[src/hdl/pmt_pkg.sv]
// ----------------------------------------------------------------------------
// pmt_pkg
// Shared widths, codes and reset values of the priority mux with timeouts.
// ----------------------------------------------------------------------------
package pmt_pkg;

  localparam int NUM_SOURCES   = 3;
  localparam int NUM_AXES      = 6;
  localparam int VEL_WIDTH     = 32;
  localparam int SRC_WIDTH     = 2;
  localparam int TIMEOUT_WIDTH = 16;
  localparam int CFG_IDX_WIDTH = 2;

  localparam int TDATA_WIDTH     = NUM_AXES * VEL_WIDTH;
  localparam int IN_TUSER_WIDTH  = 1 + SRC_WIDTH;   // command, source
  localparam int OUT_TUSER_WIDTH = SRC_WIDTH + 1;   // selected_source, selection_changed

  // Item kinds on in_tuser[0]
  localparam logic CMD_TICK = 1'b0;
  localparam logic CMD_MSG  = 1'b1;

  // Selection code meaning no source is active
  localparam logic [SRC_WIDTH-1:0] SRC_NONE = 2'd3;

  // Configuration register indexes
  localparam logic [CFG_IDX_WIDTH-1:0] REG_SRC0_TIMEOUT = 2'd0;
  localparam logic [CFG_IDX_WIDTH-1:0] REG_SRC1_TIMEOUT = 2'd1;
  localparam logic [CFG_IDX_WIDTH-1:0] REG_SRC2_TIMEOUT = 2'd2;

  // Timeout reset values
  localparam logic [TIMEOUT_WIDTH-1:0] SRC0_TIMEOUT_RST = 16'd20;
  localparam logic [TIMEOUT_WIDTH-1:0] SRC1_TIMEOUT_RST = 16'd10;
  localparam logic [TIMEOUT_WIDTH-1:0] SRC2_TIMEOUT_RST = 16'd10;

  typedef logic [VEL_WIDTH-1:0] vel_t;
  typedef logic [TDATA_WIDTH-1:0] vel_vec_t;   // six axes, lin_x lowest

endpackage

[src/hdl/priority_mux_with_timeouts.sv]
// ----------------------------------------------------------------------------
// priority_mux_with_timeouts
// Fixed-priority velocity command mux with per-source watchdog timeouts.
// ----------------------------------------------------------------------------
// Three velocity command sources share one output; source 0 wins over 1, 1 over
// 2. A message item (in_tuser[0] = 1) stores the six Q16.16 velocities of the
// source in in_tuser[2:1], marks it seen and zeroes its age; messages from
// source code 3 are dropped and produce nothing. A tick item (in_tuser[0] = 0)
// picks the highest-priority seen source whose age, taken before this tick, is
// below its timeout register, and returns one item carrying that source's
// velocities, or zeros with source code 3 when nothing is active, plus a flag
// set when the pick differs from the previous tick's. All ages then advance by
// one and stick at all ones. Timing: one item per cycle, sustained while the
// output is not stalled. Each item is decoded, arbitrated and committed to the
// state and the output register in the cycle it is accepted, so the tick
// result appears on out_* in the next cycle and a following item already sees
// the updated state. in_tready is low only while a finished result sits in
// the output register and the consumer is stalling. Timeouts are written on
// the cfg_* port (index 0..2, index 3 is ignored) and should change only
// while the block is idle; cfg_ready is always high.
// ----------------------------------------------------------------------------
module priority_mux_with_timeouts #(
  parameter int AGE_WIDTH = 16   // age counter width, 8..32
) (
  input  logic                                  clk,
  input  logic                                  rst_n,

  input  logic                                  in_tvalid,
  output logic                                  in_tready,
  // [0] command, [2:1] source
  input  logic [pmt_pkg::IN_TUSER_WIDTH-1:0]    in_tuser,
  // lin_x, lin_y, lin_z, ang_x, ang_y, ang_z, 32 bits each, from bit 0 up
  input  logic [pmt_pkg::TDATA_WIDTH-1:0]       in_tdata,

  output logic                                  out_tvalid,
  input  logic                                  out_tready,
  // [1:0] selected_source, [2] selection_changed
  output logic [pmt_pkg::OUT_TUSER_WIDTH-1:0]   out_tuser,
  // out_lin_x .. out_ang_z, 32 bits each, from bit 0 up
  output logic [pmt_pkg::TDATA_WIDTH-1:0]       out_tdata,

  input  logic                                  cfg_valid,
  output logic                                  cfg_ready,
  input  logic [pmt_pkg::CFG_IDX_WIDTH-1:0]     cfg_index,
  input  logic [pmt_pkg::TIMEOUT_WIDTH-1:0]     cfg_data
);

  import pmt_pkg::*;

  localparam int CMP_WIDTH = (AGE_WIDTH > TIMEOUT_WIDTH) ? AGE_WIDTH : TIMEOUT_WIDTH;

  // Per-source state
  vel_vec_t                 vel_r     [NUM_SOURCES];
  logic [NUM_SOURCES-1:0]   seen_r;
  logic [AGE_WIDTH-1:0]     age_r     [NUM_SOURCES];
  logic [TIMEOUT_WIDTH-1:0] timeout_r [NUM_SOURCES];
  logic [SRC_WIDTH-1:0]     cur_sel_r;

  // Output register
  logic                       out_valid_r;
  logic [OUT_TUSER_WIDTH-1:0] out_tuser_r;
  vel_vec_t                   out_tdata_r;

  // Decode of the item on the input
  logic                 in_accept;
  logic                 is_tick;
  logic                 is_msg;
  logic [SRC_WIDTH-1:0] in_src;

  // Arbitration
  logic [NUM_SOURCES-1:0] active;
  logic [SRC_WIDTH-1:0]   pick;
  vel_vec_t               pick_vel;

  assign in_tready = !out_valid_r || out_tready;
  assign in_accept = in_tvalid && in_tready;
  assign in_src    = in_tuser[SRC_WIDTH:1];
  assign is_tick   = in_accept && (in_tuser[0] == CMD_TICK);
  // source code 3 (and above) is not a real source: drop the message
  assign is_msg    = in_accept && (in_tuser[0] == CMD_MSG) &&
                     (CMP_WIDTH'(in_src) < CMP_WIDTH'(NUM_SOURCES));

  assign cfg_ready = 1'b1;

  // A source is live if it has spoken and its age has not reached its timeout.
  // Scanning from the lowest priority up leaves the highest-priority winner.
  always_comb begin
    pick     = SRC_NONE;
    pick_vel = '0;
    for (int i = NUM_SOURCES - 1; i >= 0; i--) begin
      active[i] = seen_r[i] && (CMP_WIDTH'(age_r[i]) < CMP_WIDTH'(timeout_r[i]));
      if (active[i]) begin
        pick     = SRC_WIDTH'(i);
        pick_vel = vel_r[i];
      end
    end
  end

  // Control state
  always_ff @(posedge clk) begin
    if (!rst_n) begin
      seen_r       <= '0;
      cur_sel_r    <= SRC_NONE;
      out_valid_r  <= 1'b0;
      timeout_r[0] <= SRC0_TIMEOUT_RST;
      timeout_r[1] <= SRC1_TIMEOUT_RST;
      timeout_r[2] <= SRC2_TIMEOUT_RST;
      for (int i = 0; i < NUM_SOURCES; i++) begin
        age_r[i] <= '0;
      end
    end else begin
      if (cfg_valid && cfg_ready) begin
        unique case (cfg_index)
          REG_SRC0_TIMEOUT: timeout_r[0] <= cfg_data;
          REG_SRC1_TIMEOUT: timeout_r[1] <= cfg_data;
          REG_SRC2_TIMEOUT: timeout_r[2] <= cfg_data;
          default: ;
        endcase
      end

      for (int i = 0; i < NUM_SOURCES; i++) begin
        if (is_msg && (in_src == SRC_WIDTH'(i))) begin
          seen_r[i] <= 1'b1;
          age_r[i]  <= '0;
        end else if (is_tick && (age_r[i] != '1)) begin
          age_r[i]  <= AGE_WIDTH'(age_r[i] + 1'b1);
        end
      end

      if (is_tick) begin
        cur_sel_r   <= pick;
        out_valid_r <= 1'b1;
      end else if (out_tready) begin
        out_valid_r <= 1'b0;
      end
    end
  end

  // Payload: velocity store and result data
  always_ff @(posedge clk) begin
    for (int i = 0; i < NUM_SOURCES; i++) begin
      if (is_msg && (in_src == SRC_WIDTH'(i))) begin
        vel_r[i] <= in_tdata;
      end
    end
    if (is_tick) begin
      out_tuser_r <= {(pick != cur_sel_r), pick};
      out_tdata_r <= pick_vel;
    end
  end

  assign out_tvalid = out_valid_r;
  assign out_tuser  = out_tuser_r;
  assign out_tdata  = out_tdata_r;

endmodule

[config.mk]
export PLATFORM = sky130hd
export DESIGN_NAME = priority_mux_with_timeouts
export DESIGN_NICKNAME = d
export VERILOG_FILES = /design/src/hdl/pmt_pkg.sv /design/src/hdl/priority_mux_with_timeouts.sv
export SDC_FILE = /design/constraint.sdc
export NUM_CORES = 1
export LEC_CHECK = 0
export BUFFER_PORTS_ARGS = -buffer_cell sky130_fd_sc_hd__buf_4
export CAP_MARGIN = 20
export CORE_UTILIZATION = 52
export CTS_CLUSTER_DIAMETER = 40
export DETAILED_ROUTE_END_ITERATION = 8
export GPL_TIMING_DRIVEN = 0
export HOLD_SLACK_MARGIN = 0.08
export PLACE_DENSITY = 0.84
export SLEW_MARGIN = 20
export SYNTH_ARGS = -nofsm -noshare
export SYNTH_HDL_FRONTEND = slang
export SYNTH_SLANG_ARGS = --single-unit
[constraint.sdc]
create_clock -name clk -period 17.75 [get_ports clk]
set_input_delay 1.775 -clock clk [delete_from_list [all_inputs] [get_ports clk]]
set_output_delay 1.775 -clock clk [all_outputs]
set_load 0.01 [all_outputs]
Word level (Yosys, flattened, before mapping)
Memories as Yosys holds them, arrays and structs flattened.
Cells that the tools add are included.
{"block": "classes", "n_mux": 60, "bitwise": 10, "reduce_logical": 20, "order_cmp": 4, "n_eq_ne": 8, "addsub": 3}
{"operator": "$mux W192", "n": 5}
{"operator": "$reduce_or A192 Y1", "n": 2}
{"operator": "$mux W16", "n": 9}
{"operator": "$add A16 B1 Y16 const B", "n": 3}
{"operator": "$lt A16 B16 Y1", "n": 3}
{"operator": "$ne A16 B16 Y1 const B", "n": 3}
{"operator": "$mux W1", "n": 42}
{"operator": "$logic_and A1 B1 Y1", "n": 13}
{"operator": "$or A1 B1 Y1", "n": 9}
{"operator": "$mux W2", "n": 4}
{"operator": "$eq A2 B1 Y1 const B", "n": 2}
{"operator": "$eq A2 B2 Y1 const B", "n": 2}
{"operator": "$logic_not A2 Y1", "n": 2}
{"operator": "$lt A2 B2 Y1 const B", "n": 1}
{"operator": "$ne A2 B2 Y1", "n": 1}
{"operator": "$reduce_bool A2 Y1", "n": 1}
{"operator": "$logic_not A1 Y1", "n": 1}
{"operator": "$logic_or A1 B1 Y1", "n": 1}
{"operator": "$not A1 Y1", "n": 1}
{"block": "totals", "mem_count": 3, "inputBits": 218, "ram_bits": 672, "ff_bits": 201, "out_inout_bits": 198, "word_cells": 115}
{"memory": "vel_r", "depth": 3, "width": 192, "rd": 3, "rd_ports_with_merged_regs": 0, "write_ports": 1, "line_no": "priority_mux_with_timeouts.sv:53", "text": "vel_vec_t vel_r [NUM_SOURCES];"}
{"memory": "age_r", "depth": 3, "width": 16, "rd": 3, "rd_ports_with_merged_regs": 0, "write_ports": 3, "line_no": "priority_mux_with_timeouts.sv:55", "text": "logic [AGE_WIDTH-1:0] age_r [NUM_SOURCES];"}
{"memory": "timeout_r", "depth": 3, "width": 16, "rd": 3, "rd_ports_with_merged_regs": 0, "write_ports": 3, "line_no": "priority_mux_with_timeouts.sv:56", "text": "logic [TIMEOUT_WIDTH-1:0] timeout_r [NUM_SOURCES];"}

Logic depth before layout (Yosys ltp)
{"block": "logic_depth", "ltp_word": 11, "ltp_mapped": 11}

Worst setup path before layout
No wires, ideal clock.
{"block": "synth_timing", "path_type": "in2reg", "start": "in out_tready", "end": "mem age_r[1][0], enable pin", "arrival_ps": 17319, "path_stages": 4, "n_path_buf": 0, "required_time_ps": 17372, "setup_slack_ps": 53, "cell_sequence": "nand2b_1 nand3_1 nor3b_1 nand3b_1"}
{"element": "start: declaration", "line_no": "priority_mux_with_timeouts.sv:36", "text": "input logic out_tready,"}
{"element": "end: declaration", "line_no": "priority_mux_with_timeouts.sv:55"}

==> metrics.csv <==
stage,metric,value,unit
floorplan,initial_core_util,52.9,%
floorplan,core_region_area,63400,µm²
global_routing,grt_start_max_net_pins,100,
drt,routed_wl,88800,µm
drt,drc,0,
pwr,peakVddDrop,0.107,mV
timing,layout_setup_ws,13470,ps
synthesis,syn-cell-area,33600,µm²
synthesis,yosysSeqAreaShare,77.9,%
timing,max_slew_margin,40.9,%
synthesis,async_flop_share,0,%
clock_tree,cts_buffer_depth,3,
synthesis,synth_cells,2143,
clock_tree,cts.sinks,873,
global_routing,antenna_found_initial,11,
place,dpl-instance-area,38500,µm²
setup_path,max_stage_delay,640,ps
global_routing,track_usage,26.9,%
synthesis,yosys_warnings,0,
clock_tree,numCtsBuffers,107,
timing,fin_crit_sh,24.1,%
timing,skew,29.8,ps
drt,routed_via_density,5.77,
place,io_buffers,414,
timing,fin_crit,4280,ps
setup_path,path_cells,buf_4 -> nand2b_1 -> nand2_1 -> or2_0 -> inv_8 -> buf_16 -> nand2_1 -> o21bai_1 -> nand3b_1,
timing,hold_viol_final,0,
timing,finalSetupViolCount,0,
hold_path,holdCritPathClass,reg2reg,
clock_tree,post-cts-setup-buffers,0,
pwr,power,4.93,mW
final_layout,syn2layout_area_growth,25.9,%
final_layout,nNetsFinal,3010,
drt,num_vias,21289,
drt,drt_iter0_markers,1980,
synthesis,synthFlopType,edfxtp_1,
final_layout,fillers,3976,
clock_tree,cts_root_buf,clkbuf_16,
setup_path,reg2reg_slack,13900,ps
setup_path,path_common_cell,nand2_1,
pwr,intPower,3.83,mW
synthesis,synth.net_count,2409,
drt,ant_nets,0,
pwr,p_switching,1.10,mW
setup_path,worst_ep_required_time,17910,ps
setup_path,arrival,4450,ps
synthesis,synth_edf_count,867,
place,pre_cts_slack,12790,ps
final_layout,seq_area,26200,µm²
synthesis,yosysUniqueCellTypes,48,
drt,post_drt_wl_per_cell,24.1,µm
pwr,combPwrFrac,5.5,%
clock_tree,path_clk_slew,60,ps
floorplan,core.rowCount,92,
floorplan,die_h,256,µm
synthesis,syn_avg_cell_area,15.7,µm²
setup_path,r2r_cells,10,
final_layout,drive_above_1_share,25.7,%
run_status,outcome,finished clean,
place,place_congestion,0.824,
setup_path,path_max_fanout,61,
hold_path,hold_depth,1,
setup_path,critical_path_class,in2reg,
setup_path,endpoint_kind,flop,
pwr,p_leak,15.3,nW
clock_tree,cts_resized,0,
drt,firstDrtPassIters,6,
timing,drv_slew,0,
pwr,seqPwrFrac,48.2,%
clock_tree,htree_levels,3,
clock_tree,clk-insertion-delay-late,660,ps
clock_tree,cts_hold_buf,0,
final_layout,multi_input_area,6610,µm²
timing,grt_setup_unrepaired,no,
timing,fmax,233,MHz
clock_tree,cts_tree,yes,
setup_path,startpoint_type,input pin,
synthesis,ys_ff_latch,873,
final_layout,final_cell_area,42300,µm²
pwr,pwr-share-clk,46.3,%
global_routing,grt_pass1_wl,133000,µm
global_routing,grt_pass1_vias,22196,
floorplan,ioPinCount,416,
pwr,power_density,117,nW/µm²
global_routing,grt_overflow,0,
timing,worst_pin_slew,882,ps
place,dp_hpwl,59200,µm
setup_path,cp_slowest_cell,nand3b_1,
pwr,power.share.switching,22.2,%
flow_run,cap_violations,0,
floorplan,die_area,65600,µm²
floorplan,die_w,256,µm
-- placed cells by master (no fill, tap or decap), types with 15 or more instances in the layout --
cell type / Yosys / routed
edfxtp_1: 867 / 867
a21oi_1: 400 / 400
xnor2_1: 17 / 17
inv_1: 57 / 56
clkbuf_16: 0 / 109
xor2_1: 26 / 26
or3b_1: 192 / 192
ha_1: 48 / 48
and2_1: 17 / 17
nor2_1: 252 / 252
nand2_1: 34 / 34
nand3_1: 19 / 19
bufinv_16: 0 / 15
buf_6: 19 / 32
clkbuf_1: 50 / 65
buf_4: 2 / 479
buf_2: 29 / 29
-- synthesized netlist by cell type, types with 2 or more instances --
master | count | share of area (%)
and3_1 | 13 | 0.24
buf_1 | 11 | 0.12
edfxtp_1 | 867 | 78
o21ai_0 | 8 | 0.12
nor2_1 | 252 | 2.8
nand3_1 | 19 | 0.28
o2111ai_1 | 3 | 0.078
nor3_1 | 6 | 0.089
nand2b_1 | 9 | 0.17
buf_2 | 29 | 0.43
and4_1 | 4 | 0.10
and2_1 | 17 | 0.32
inv_1 | 57 | 0.64
xor2_1 | 26 | 0.68
clkbuf_2 | 5 | 0.075
nand2_1 | 34 | 0.38
o21a_1 | 4 | 0.089
nor3b_1 | 2 | 0.045
a21oi_1 | 400 | 6.0
nor2b_1 | 2 | 0.037
o311ai_1 | 2 | 0.052
nand4_1 | 13 | 0.24
buf_6 | 19 | 0.64
ha_1 | 48 | 1.8
xnor2_1 | 17 | 0.44
nand3b_1 | 3 | 0.067
buf_4 | 2 | 0.045
a41o_1 | 2 | 0.060
or3b_1 | 192 | 5.0
clkbuf_1 | 50 | 0.56
dfxtp_1 | 6 | 0.36
a21o_1 | 4 | 0.089
or3_1 | 2 | 0.037
-- stage by stage --
step / util, % / std cells / setup TNS, ps / hold WS, ps
finish: 66.7 / 3688 / 0 / 491
global route: 66.7 / 3688 / 0 / 495
CTS: 66.6 / 3679 / 0 / 491
detailed placement: 60.6 / 3481 / 0 / 465
global placement: 59.5 / 3403 / -5788960 / 454
floorplan: - / 2143 / 0 / 441
-- path summary, 6_finish.rpt --
kind / to / startpoint
min: seen_r[1] / seen_r[1]
max: age_r[2][2] / out_tready
min reg2reg: seen_r[1] / seen_r[1]
max reg2reg: out_tdata[108] / age_r[1][11]
-- kinds of logic (layout without fill, tap and decap cells) --
| family | after synthesis | after routing | synth area share, % |
|---|---|---|---|
| xor+xnor | 43 | 43 | 1.12 |
| compound gates | 432 | 432 | 6.72 |
| buf+inv | 173 | 863 | 2.51 |
| fa+ha+maj | 48 | 48 | 1.79 |
| other cells | 1 | 10 | 0.0112 |
| simple gates | 573 | 573 | 9.97 |
| flops | 873 | 873 | 77.9 |
-- area by class of cell --
cell class                      instances  area share [%]
Sequential cell                       873            61.9
Multi-Input combinational cell       1097            15.6
Timing Repair Buffer                  492            8.95
Clock buffer                          124            6.58
Tap cell                              846            2.50
Clock inverter                         74            2.42
Buffer                                116            1.49
Inverter                               57           0.524
Antenna cell                            9          0.0533
-- critical path: cells and delay by family --
kind / cells / cell delay [ps]
compound gates: 1 / 260
simple gates: 5 / 1740
buf+inv: 3 / 640
-- layer usage --
layer	vias to the layer above	track usage, %	share of wire, %	wire length [µm]
met5	-	0	0.028	25
met4	4	14.4	5.1	4550
met3	260	6.40	8.1	7170
met2	1150	44.7	50	44200
met1	10575	32.7	37	32800
li1	9300	-	-	-
-- power by group through the flow --
stage	clock (mW)	combinational [mW]	sequential [mW]
finish	2.28	0.273	2.38
global placement	0	0.242	2.44
CTS	2.30	0.272	2.37
global route	2.38	0.293	2.38
detailed placement	0	0.266	2.42
floorplan	0	0.107	2.44
-- sequential cells by signal (all words and copies together) (netlist names) --
name        count
age_r          48
out_tvalid      1
timeout_r      48
seen_r          3
out_tuser       3
vel_r         576
out_tdata     192
cur_sel_r       2
No activity file was read; power rests on OpenSTA's default activity.
